`config.mk`:
```
export PLATFORM = sky130hd
export DESIGN_NAME = sfc_action_qualifier_top
export DESIGN_NICKNAME = d
export VERILOG_FILES = /design/src/sv/sfc_aq_pkg.sv /design/src/sv/sfc_aq_core.sv /design/src/sv/sfc_action_qualifier_top.sv
export SDC_FILE = /design/constraint.sdc
export NUM_CORES = 1
export LEC_CHECK = 0
export ABC_AREA = 1
export BUFFER_PORTS_ARGS = -buffer_cell sky130_fd_sc_hd__buf_2
export CAP_MARGIN = 5
export CORE_UTILIZATION = 25
export CTS_CLUSTER_DIAMETER = 120
export DETAILED_ROUTE_END_ITERATION = 10
export GPL_TIMING_DRIVEN = 0
export PLACE_DENSITY = 0.45
export SYNTH_ARGS = -nofsm -noshare
export SYNTH_HDL_FRONTEND = slang
export SYNTH_SLANG_ARGS = --single-unit
```
`constraint.sdc`:
```
create_clock -name clk_i -period 4.8 [get_ports clk_i]
set_input_delay 0.24 -clock clk_i [delete_from_list [all_inputs] [get_ports clk_i]]
set_output_delay 0.24 -clock clk_i [all_outputs]
set_load 0.05 [all_outputs]
```
`src/sv/sfc_aq_pkg.sv`:
```
`timescale 1ns / 1ps
// ----------------------------------------------------------------------------
// sfc_aq_pkg
// Shared types and codes for the sequential-function-chart action qualifier.
// ----------------------------------------------------------------------------
package sfc_aq_pkg;

  localparam int unsigned NowW  = 63;
  localparam int unsigned TimeW = 32;
  localparam int unsigned ModeW = 4;
  localparam int unsigned CfgW  = 32;

  // qualifier codes, anything above SL is invalid
  typedef enum logic [ModeW-1:0] {
    Q_N  = 4'd0,
    Q_S  = 4'd1,
    Q_R  = 4'd2,
    Q_P  = 4'd3,
    Q_L  = 4'd4,
    Q_D  = 4'd5,
    Q_SD = 4'd6,
    Q_DS = 4'd7,
    Q_SL = 4'd8
  } qual_e;

  // word operation
  typedef enum logic {
    OP_EXEC  = 1'b0,
    OP_RESET = 1'b1
  } op_e;

  // configuration register indexes
  typedef enum logic {
    CFG_MODE = 1'b0,
    CFG_TIME = 1'b1
  } cfg_idx_e;

  // action state: a start time of minus one is held as started = 0
  typedef struct packed {
    logic            on;
    logic            started;
    logic [NowW-1:0] start;
  } act_state_t;

endpackage

```
`src/sv/sfc_aq_core.sv`:
```
`timescale 1ns / 1ps
// ----------------------------------------------------------------------------
// sfc_aq_core
// Next-state logic of one action: qualifier decode and elapsed-time check.
// ----------------------------------------------------------------------------
module sfc_aq_core
  import sfc_aq_pkg::*;
(
  input  act_state_t             cur_i,
  input  logic [ModeW-1:0]       mode_i,
  input  logic [TimeW-1:0]       time_value_i,
  input  logic                   op_i,
  input  logic                   step_active_i,
  input  logic                   step_activated_i,
  input  logic                   step_deactivated_i,
  input  logic [NowW-1:0]        now_time_i,
  output act_state_t             nxt_o,
  output logic                   bad_mode_o
);

  logic [NowW+1:0] sub_op;
  logic [NowW+1:0] diff;
  logic            elapsed;
  logic            pos_start;

  // exact signed difference now - start, no start counts as minus one
  assign sub_op    = cur_i.started ? {2'b00, cur_i.start} : '1;
  assign diff      = {2'b00, now_time_i} - sub_op;
  assign elapsed   = !diff[NowW+1] &&
                     (diff[NowW:0] >= {{(NowW+1-TimeW){1'b0}}, time_value_i});
  assign pos_start = cur_i.started && (cur_i.start != '0);

  // qualifier behaviour
  always_comb begin
    nxt_o      = cur_i;
    bad_mode_o = 1'b0;
    if (op_e'(op_i) == OP_RESET) begin
      nxt_o.on      = 1'b0;
      nxt_o.started = 1'b0;
    end else begin
      case (qual_e'(mode_i))
        Q_N: nxt_o.on = step_active_i;
        Q_S: begin
          if (step_activated_i) nxt_o.on = 1'b1;
        end
        Q_R: begin
          if (step_activated_i) nxt_o.on = 1'b0;
        end
        Q_P: nxt_o.on = step_activated_i || step_deactivated_i;
        Q_L: begin
          if (step_activated_i) begin
            nxt_o.on      = 1'b1;
            nxt_o.started = 1'b1;
            nxt_o.start   = now_time_i;
          end else if (step_active_i) begin
            if (elapsed) nxt_o.on = 1'b0;
          end else begin
            nxt_o.on = 1'b0;
          end
        end
        Q_D: begin
          if (step_activated_i) begin
            nxt_o.on      = 1'b0;
            nxt_o.started = 1'b1;
            nxt_o.start   = now_time_i;
          end else if (step_active_i) begin
            if (elapsed) nxt_o.on = 1'b1;
          end else begin
            nxt_o.on = 1'b0;
          end
        end
        Q_SD: begin
          if (step_activated_i) begin
            nxt_o.on      = 1'b0;
            nxt_o.started = 1'b1;
            nxt_o.start   = now_time_i;
          end else if (pos_start && elapsed) begin
            nxt_o.on = 1'b1;
          end
        end
        Q_DS: begin
          if (step_activated_i) begin
            nxt_o.on      = 1'b0;
            nxt_o.started = 1'b1;
            nxt_o.start   = now_time_i;
          end else if (step_active_i && pos_start && elapsed) begin
            nxt_o.on = 1'b1;
          end
        end
        Q_SL: begin
          if (step_activated_i) begin
            nxt_o.on      = 1'b1;
            nxt_o.started = 1'b1;
            nxt_o.start   = now_time_i;
          end else if (cur_i.on && pos_start && elapsed) begin
            nxt_o.on = 1'b0;
          end
        end
        default: bad_mode_o = 1'b1;
      endcase
    end
  end

endmodule

```
`src/sv/sfc_action_qualifier_top.sv`:
```
`timescale 1ns / 1ps
// ----------------------------------------------------------------------------
// sfc_action_qualifier_top
// One chart action driven by a configured IEC 61131-3 style qualifier.
// ----------------------------------------------------------------------------
// Usage:
//   Input channel (in_valid_i / in_ready_o) carries one word per call: an
//   execute or reset operation, the three step flags and the current time.
//   Output channel (out_valid_o / out_ready_i) returns one word per input
//   word: the action flag after that word and a bad qualifier flag.
//   Configuration (cfg_we_i, cfg_addr_i, cfg_wdata_i) sets the qualifier
//   and the time value; write it only while no word is in flight.
// Timing:
//   out_valid_o rises the cycle after acceptance; one word per cycle is
//   sustained while out_ready_i is high, set by the single output register
//   that holds the result while the action state updates at acceptance.
// Reset:
//   clears the action state (flag off, no start time), the configuration
//   and the output valid flag.
// Stall:
//   while out_valid_o is high and out_ready_i low the result holds and
//   in_ready_o is low; a word taken in the same cycle lets a new one in.
// ----------------------------------------------------------------------------
module sfc_action_qualifier_top
  import sfc_aq_pkg::*;
(
  input  logic             clk_i,
  input  logic             rst_ni,
  input  logic             cfg_we_i,
  input  logic             cfg_addr_i,
  input  logic [CfgW-1:0]  cfg_wdata_i,
  input  logic             in_valid_i,
  output logic             in_ready_o,
  input  logic             op_i,
  input  logic             step_active_i,
  input  logic             step_activated_i,
  input  logic             step_deactivated_i,
  input  logic [NowW-1:0]  now_time_i,
  output logic             out_valid_o,
  input  logic             out_ready_i,
  output logic             action_on_o,
  output logic             bad_mode_o
);

  logic [ModeW-1:0] mode_q;
  logic [TimeW-1:0] time_value_q;
  act_state_t       st_q;
  act_state_t       st_d;
  logic             bad_d;
  logic             out_valid_q;
  logic             action_on_q;
  logic             bad_mode_q;
  logic             in_fire;

  assign in_ready_o = !out_valid_q || out_ready_i;
  assign in_fire    = in_valid_i && in_ready_o;

  // configuration registers
  always_ff @(posedge clk_i or negedge rst_ni) begin
    if (!rst_ni) begin
      mode_q       <= '0;
      time_value_q <= '0;
    end else if (cfg_we_i) begin
      case (cfg_idx_e'(cfg_addr_i))
        CFG_MODE: mode_q       <= cfg_wdata_i[ModeW-1:0];
        CFG_TIME: time_value_q <= cfg_wdata_i[TimeW-1:0];
        default:  ;
      endcase
    end
  end

  // qualifier next state
  sfc_aq_core u_core (
    .cur_i              (st_q),
    .mode_i             (mode_q),
    .time_value_i       (time_value_q),
    .op_i               (op_i),
    .step_active_i      (step_active_i),
    .step_activated_i   (step_activated_i),
    .step_deactivated_i (step_deactivated_i),
    .now_time_i         (now_time_i),
    .nxt_o              (st_d),
    .bad_mode_o         (bad_d)
  );

  // action state, updated on each accepted word
  always_ff @(posedge clk_i or negedge rst_ni) begin
    if (!rst_ni) begin
      st_q <= '0;
    end else if (in_fire) begin
      st_q <= st_d;
    end
  end

  // output register
  always_ff @(posedge clk_i or negedge rst_ni) begin
    if (!rst_ni) begin
      out_valid_q <= 1'b0;
    end else if (in_ready_o) begin
      out_valid_q <= in_valid_i;
    end
  end

  always_ff @(posedge clk_i) begin
    if (in_fire) begin
      action_on_q <= st_d.on;
      bad_mode_q  <= bad_d;
    end
  end

  assign out_valid_o = out_valid_q;
  assign action_on_o = action_on_q;
  assign bad_mode_o  = bad_mode_q;

endmodule

```
* Word-level counts from Yosys, hierarchy flattened
Cells that the tools add are included.
** Cells by class
- Bitwise gates (word level) :: 2
- Reductions and logical operators :: 22
- Multiplexer cells :: 20
- Add/sub/neg operators :: 1
- Equal/unequal tests :: 8
- $lt $le $gt $ge :: 1
** Operator list (count)
- $mux W64 :: 2
- $mux W65 :: 1
- $sub A63 B65 Y65 :: 1
- $ge A64 B32 Y1 :: 1
- $reduce_bool A63 Y1 :: 1
- $eq A4 B3 Y1 const B :: 4
- $mux W1 :: 15
- $pmux W1 S9 :: 1
- $reduce_or A9 Y1 :: 1
- $eq A4 B2 Y1 const B :: 2
- $logic_and A1 B1 Y1 :: 8
- $reduce_or A5 Y1 :: 1
- $eq A4 B1 Y1 const B :: 1
- $eq A4 B4 Y1 const B :: 1
- $logic_not A4 Y1 :: 1
- $reduce_and A2 Y1 :: 2
- $reduce_and A4 Y1 :: 1
- $reduce_bool A2 Y1 :: 2
- $reduce_and A3 Y1 :: 1
- $logic_not A1 Y1 :: 2
- $logic_or A1 B1 Y1 :: 2
- $mux W2 :: 1
- $not A1 Y1 :: 2
** Word-level totals
- Bits in registers :: 104
- Logic and storage cells :: 62
- Bits of input ports :: 105
- Output and inout bits :: 4

* Logic depth before layout (Yosys ltp)
- Depth in word-level cells :: 9
- Gate-level depth with buffers :: 36

* Hierarchy
A second synthesis with hierarchy kept.
** Unflattened totals
- Cells, all modules :: 2108
- Area total of the unflattened synthesis :: 12258.0 um^2
** By module, submodules not included
- sfc_aq_core :: sequential area each 0.0 um^2, cells each 1667, times used 1, area each 8150.3 um^2
- sfc_action_qualifier_top :: sequential area each 2612.5 um^2, cells each 441, times used 1, area each 4107.7 um^2

* Worst setup path after synthesis
Ideal clock, no wire load.
- Path kind :: register to register
- Start point :: register st_q[63] (netlist bit)
- End point :: register action_on_q, in the netlist action_on_o, data pin
- Arrival time :: 3.592 ns
- Cell stages (with the launch flop) :: 31
- Period minus slack after synthesis :: 3.857 ns
- Slack :: 0.943 ns
- Path buffers :: 2
- Required time :: 4.536 ns
- Library setup time :: 0.264 ns
- Cells stage by stage :: dfrtp_1 -> inv_1 -> clkbuf_1 -> clkbuf_1 -> nor2_1 -> ha_1 -> nand2_1 -> nor2_1 -> inv_1 -> nor2_2 -> nand2_1 -> inv_1 -> nand2_1 -> nand2_1 -> xor2_1 -> ha_1 -> a21oi_1 -> o21a_1 -> o221ai_1 -> nor2_1 -> nand2_1 -> nor2_1 -> nand3_1 -> nor2_1 -> nand2_1 -> nand3_1 -> nand2_1 -> nand2_1 -> nand2_1 -> nand2_2 -> a31oi_1
** RTL lines
- from (decl) :: RTL line sfc_action_qualifier_top.sv:47 : act_state_t st_q;
- from (signal assigned) :: RTL line sfc_action_qualifier_top.sv:91 : st_q <= st_d;
- to (signal assigned) :: RTL line sfc_action_qualifier_top.sv:106 : action_on_q <= st_d.on;
- to (decl) :: RTL line sfc_action_qualifier_top.sv:51 : logic action_on_q;

==> impl_metrics.toml <==
[run_status]
status = "complete, no violations"

[clock_tree]
worst_skew_pair.late_latency_ps = 390
cts.sinks = 104
cts_tree = "built"
cts.path.max_buffers = 2
numCtsBuffers = 9
root_buffer = "clkbuf_16"
cts_max_level = 3
path_clk_slew_ps = 70

[synthesis]
yosysMostFrequentCell = "nand2_1"
synth_top_area_frac = 0.2294
ys_ff_latch = 104
synth_area_um2 = 11130
synth_compound_area_frac = 0.06511
syn_inst = 1819
ys_top_cells_by_count = "nand2_1 (638), inv_1 (341), nor2_1 (206)"
synth_flop_cell = "dfrtp_1"
synth-simple-area-share = 0.3764
post-synth-top-area-cell = "dfrtp_1"
yosysWarnings = 0
synthAdderAreaFrac = 0.1086
ys_seq_area_frac = 0.2348
syn_area_per_cell_um2 = 6.116
synth_edf_count = 2
synthesis.nets = 2020
muxShareOfSynthArea = 0.06275
ys_types = 36
synth-xor-area-share = 0.02440
synthArstFlopShare = 0.9808
yosys-top-cells-area = "dfrtp_1 (23%), nand2_1 (22%), inv_1 (12%), ha_1 (11%), nor2_1 (7.0%)"
synth_top_family_by_area = "simple AND/OR/NAND/NOR gates"

[detailed_routing]
vias = 11070
drt_pass1_iterations = 5
wl_per_cell_um = 14.71
vias_per_cell = 4.360
drcViolationCount = 0
drtIter0Drc = 563
final_antenna_net_count = 0
drt_wl_total_um = 37330

[critical_path]
critPathMostFrequentCell = "nand2_1"
worst-path-buf-inv = 5
worstPathArrival_ps = 4650
critPathSlowestCell = "dfrtp_1"
crit_path_end_kind = "flop"
required_ps = 4940
critPathMaxStageDelay_ps = 410
worstPathMaxFanout = 10
r2r_start = "st_q[63]"
rrSetupSlack_ps = 290
path_class = "reg2reg"
timing.rr.end = "action_on_o"
worst_setup_path_start_kind = "flop"
reg2reg_depth = 29
critical-path-top-delay-family = "simple AND/OR/NAND/NOR gates"

[timing]
slew_headroom = 0.3342
fmax_mhz = 221.6
period_share = 0.9401
fin_crit_ps = 4512
fin_worst_skew_ps = 7.614
worstMarginPinSlew_ps = 998.8
slew_violations = 0
setup_violations = 0
hold_violations = 0

[cells_and_area]
insertedDiodeCount = 0
layout-drive-gt1-share = 0.1598
finalNonFillerCells = 2538
nets = 2149
syn2layout_area_growth_pct = 17.44

[worst_hold_path]
whs_path_depth = 3
min_from = "cfg_wdata_i[18]"
worst_hold_path_type = "in2reg"
hold_path_end = "time_value_q[18]"

[placed_design]
place_inst = 2513
portBuffers = 108
dpl.hpwl_um = 32640
gp_congestion = 0.9096

[floorplanning]
die_h_um = 213.0
die_width_um = 213.0
core_area_um2 = 43460
start_util = 0.2560
rows = 76
die_area_um2 = 45350
pin_count = 109

[pwr]
power_frac_clock = 0.165
swShare = 0.4559
leakagePower_nw = 7.404
switchingPower_w = 0.001968
comb_power_share = 0.531
p_total_w = 0.004317
power.density_nw_per_um2 = 330.4
p_seq_frac = 0.303
peakVddDrop_mv = 0.1549
p_int_w = 0.002349

[global_routing]
grt_remaining_overflow = 0
grt_pass1_wl_um = 58120
grt_pass1_vias = 10720
grtUsageTotal = 0.1707
antenna_found_initial = 0
grt_start_max_net_pins = 56

[job]
cap_violations = 0
==> power by group through the flow <==
stage	Sequential [W]	Combinational [W]	Clock (W)
after CTS	0.00131	0.00223	0.000756
final	0.00131	0.00229	0.000714
after detailed placement	0.00133	0.00220	0
after global routing	0.00135	0.00261	0.000782
after floorplan	0.00128	0.00156	0
after global placement	0.00132	0.00217	0
==> layout by cell type, fill, tap and decap left out, types with 2 or more instances in the layout <==
| cell | count |
|---|---|
| a21oi_1 | 92 |
| a21oi_2 | 3 |
| a31oi_1 | 2 |
| and2_1 | 2 |
| buf_2 | 110 |
| buf_4 | 10 |
| buf_6 | 2 |
| clkbuf_1 | 14 |
| clkbuf_16 | 10 |
| clkinv_2 | 4 |
| dfrtp_1 | 102 |
| edfxtp_1 | 2 |
| ha_1 | 90 |
| ha_2 | 3 |
| ha_4 | 2 |
| inv_1 | 339 |
| inv_2 | 18 |
| mux2_2 | 62 |
| nand2_1 | 620 |
| nand2_2 | 26 |
| nand2_4 | 2 |
| nand3_1 | 53 |
| nand3_2 | 13 |
| nand3b_1 | 9 |
| nand4_1 | 23 |
| nor2_1 | 193 |
| nor2_2 | 20 |
| nor2_4 | 8 |
| nor3_1 | 12 |
| nor3_2 | 5 |
| nor4_1 | 17 |
| o211ai_1 | 3 |
| o21ai_0 | 29 |
| o21bai_1 | 7 |
| or4_1 | 2 |
| xor2_1 | 24 |
| xor2_2 | 7 |
==> metal layers <==
metal / vias up / track usage / wire length (um)
met2: 168 / 0.2875 / 17500
met4: 0 / 0.05458 / 924
met1: 4994 / 0.2191 / 17410
met5: - / 0 / 0
li1: 5867 / - / -
met3: 37 / 0.03074 / 1498
==> area by class of cell <==
cell class | instances | area [um2]
fill | 5003 | 30390
multi-input combinational | 1337 | 7353
sequential | 104 | 2613
inverter | 358 | 1344
tap | 585 | 732.0
timing repair buffer | 118 | 640.6
clock buffer | 10 | 229.0
buffer | 20 | 118.9
clock inverter | 6 | 36.28
==> what timing repair did <==
| action | 4_1_cts | 5_1_grt |
|---|---|---|
| cloned | 0 | 0 |
| hold endpoints to repair | 47 | 0 |
| setup buffers | 2 | 6 |
| hold buffers | 1 | 0 |
| pin swaps | 2 | 9 |
| resized for setup | 16 | 65 |
| setup endpoints to repair | 2 | 2 |
==> flip-flops by register name, indices dropped and copies added (netlist names) <==
name          count
time_value_q     32
mode_q            4
bad_mode_o        1
st_q             65
out_valid_o       1
action_on_o       1
==> cells by family after synthesis <==
kind of cell | count (synthesis)
xor gates and xnor gates | 31
buffers and inverters | 378
muxes | 62
DFF | 104
and+or+nand+nor | 1010
AOI/OAI and AO/OA | 138
adders and majority gates | 96
==> how the worst max path moves through the flow <==
stage                  start           to  depth (start not counted)
global route        st_q[63]  action_on_o                         32
floorplan           st_q[63]  action_on_o                         30
finish              st_q[63]  action_on_o                         29
detailed placement  st_q[63]  action_on_o                         30
CTS                 st_q[63]  action_on_o                         30
global placement    st_q[63]  action_on_o                         29
==> per-stage QoR <==
step	utilization	setup TNS, ps	setup slack (ps)	cell area [um2]	hold slack, ps
2_1_floorplan	-	0	943.2	11130	-55.59
4_1_cts	0.2940	0	2.902	12780	68.84
3_5_place_dp	0.2860	-1617	-842.0	12430	321.2
3_3_place_gp	0.2853	-1597	-832.4	12400	474.4
6_report	0.3007	0	287.7	13070	93.07
5_1_grt	0.3007	-10.27	-10.27	13070	77.19
==> tightest hold or removal path, cell delays in order <==
cell	delay [ps]
buf_2	70
nor2_1	30
a21oi_1	100
(Power assumes the default switching activity.)
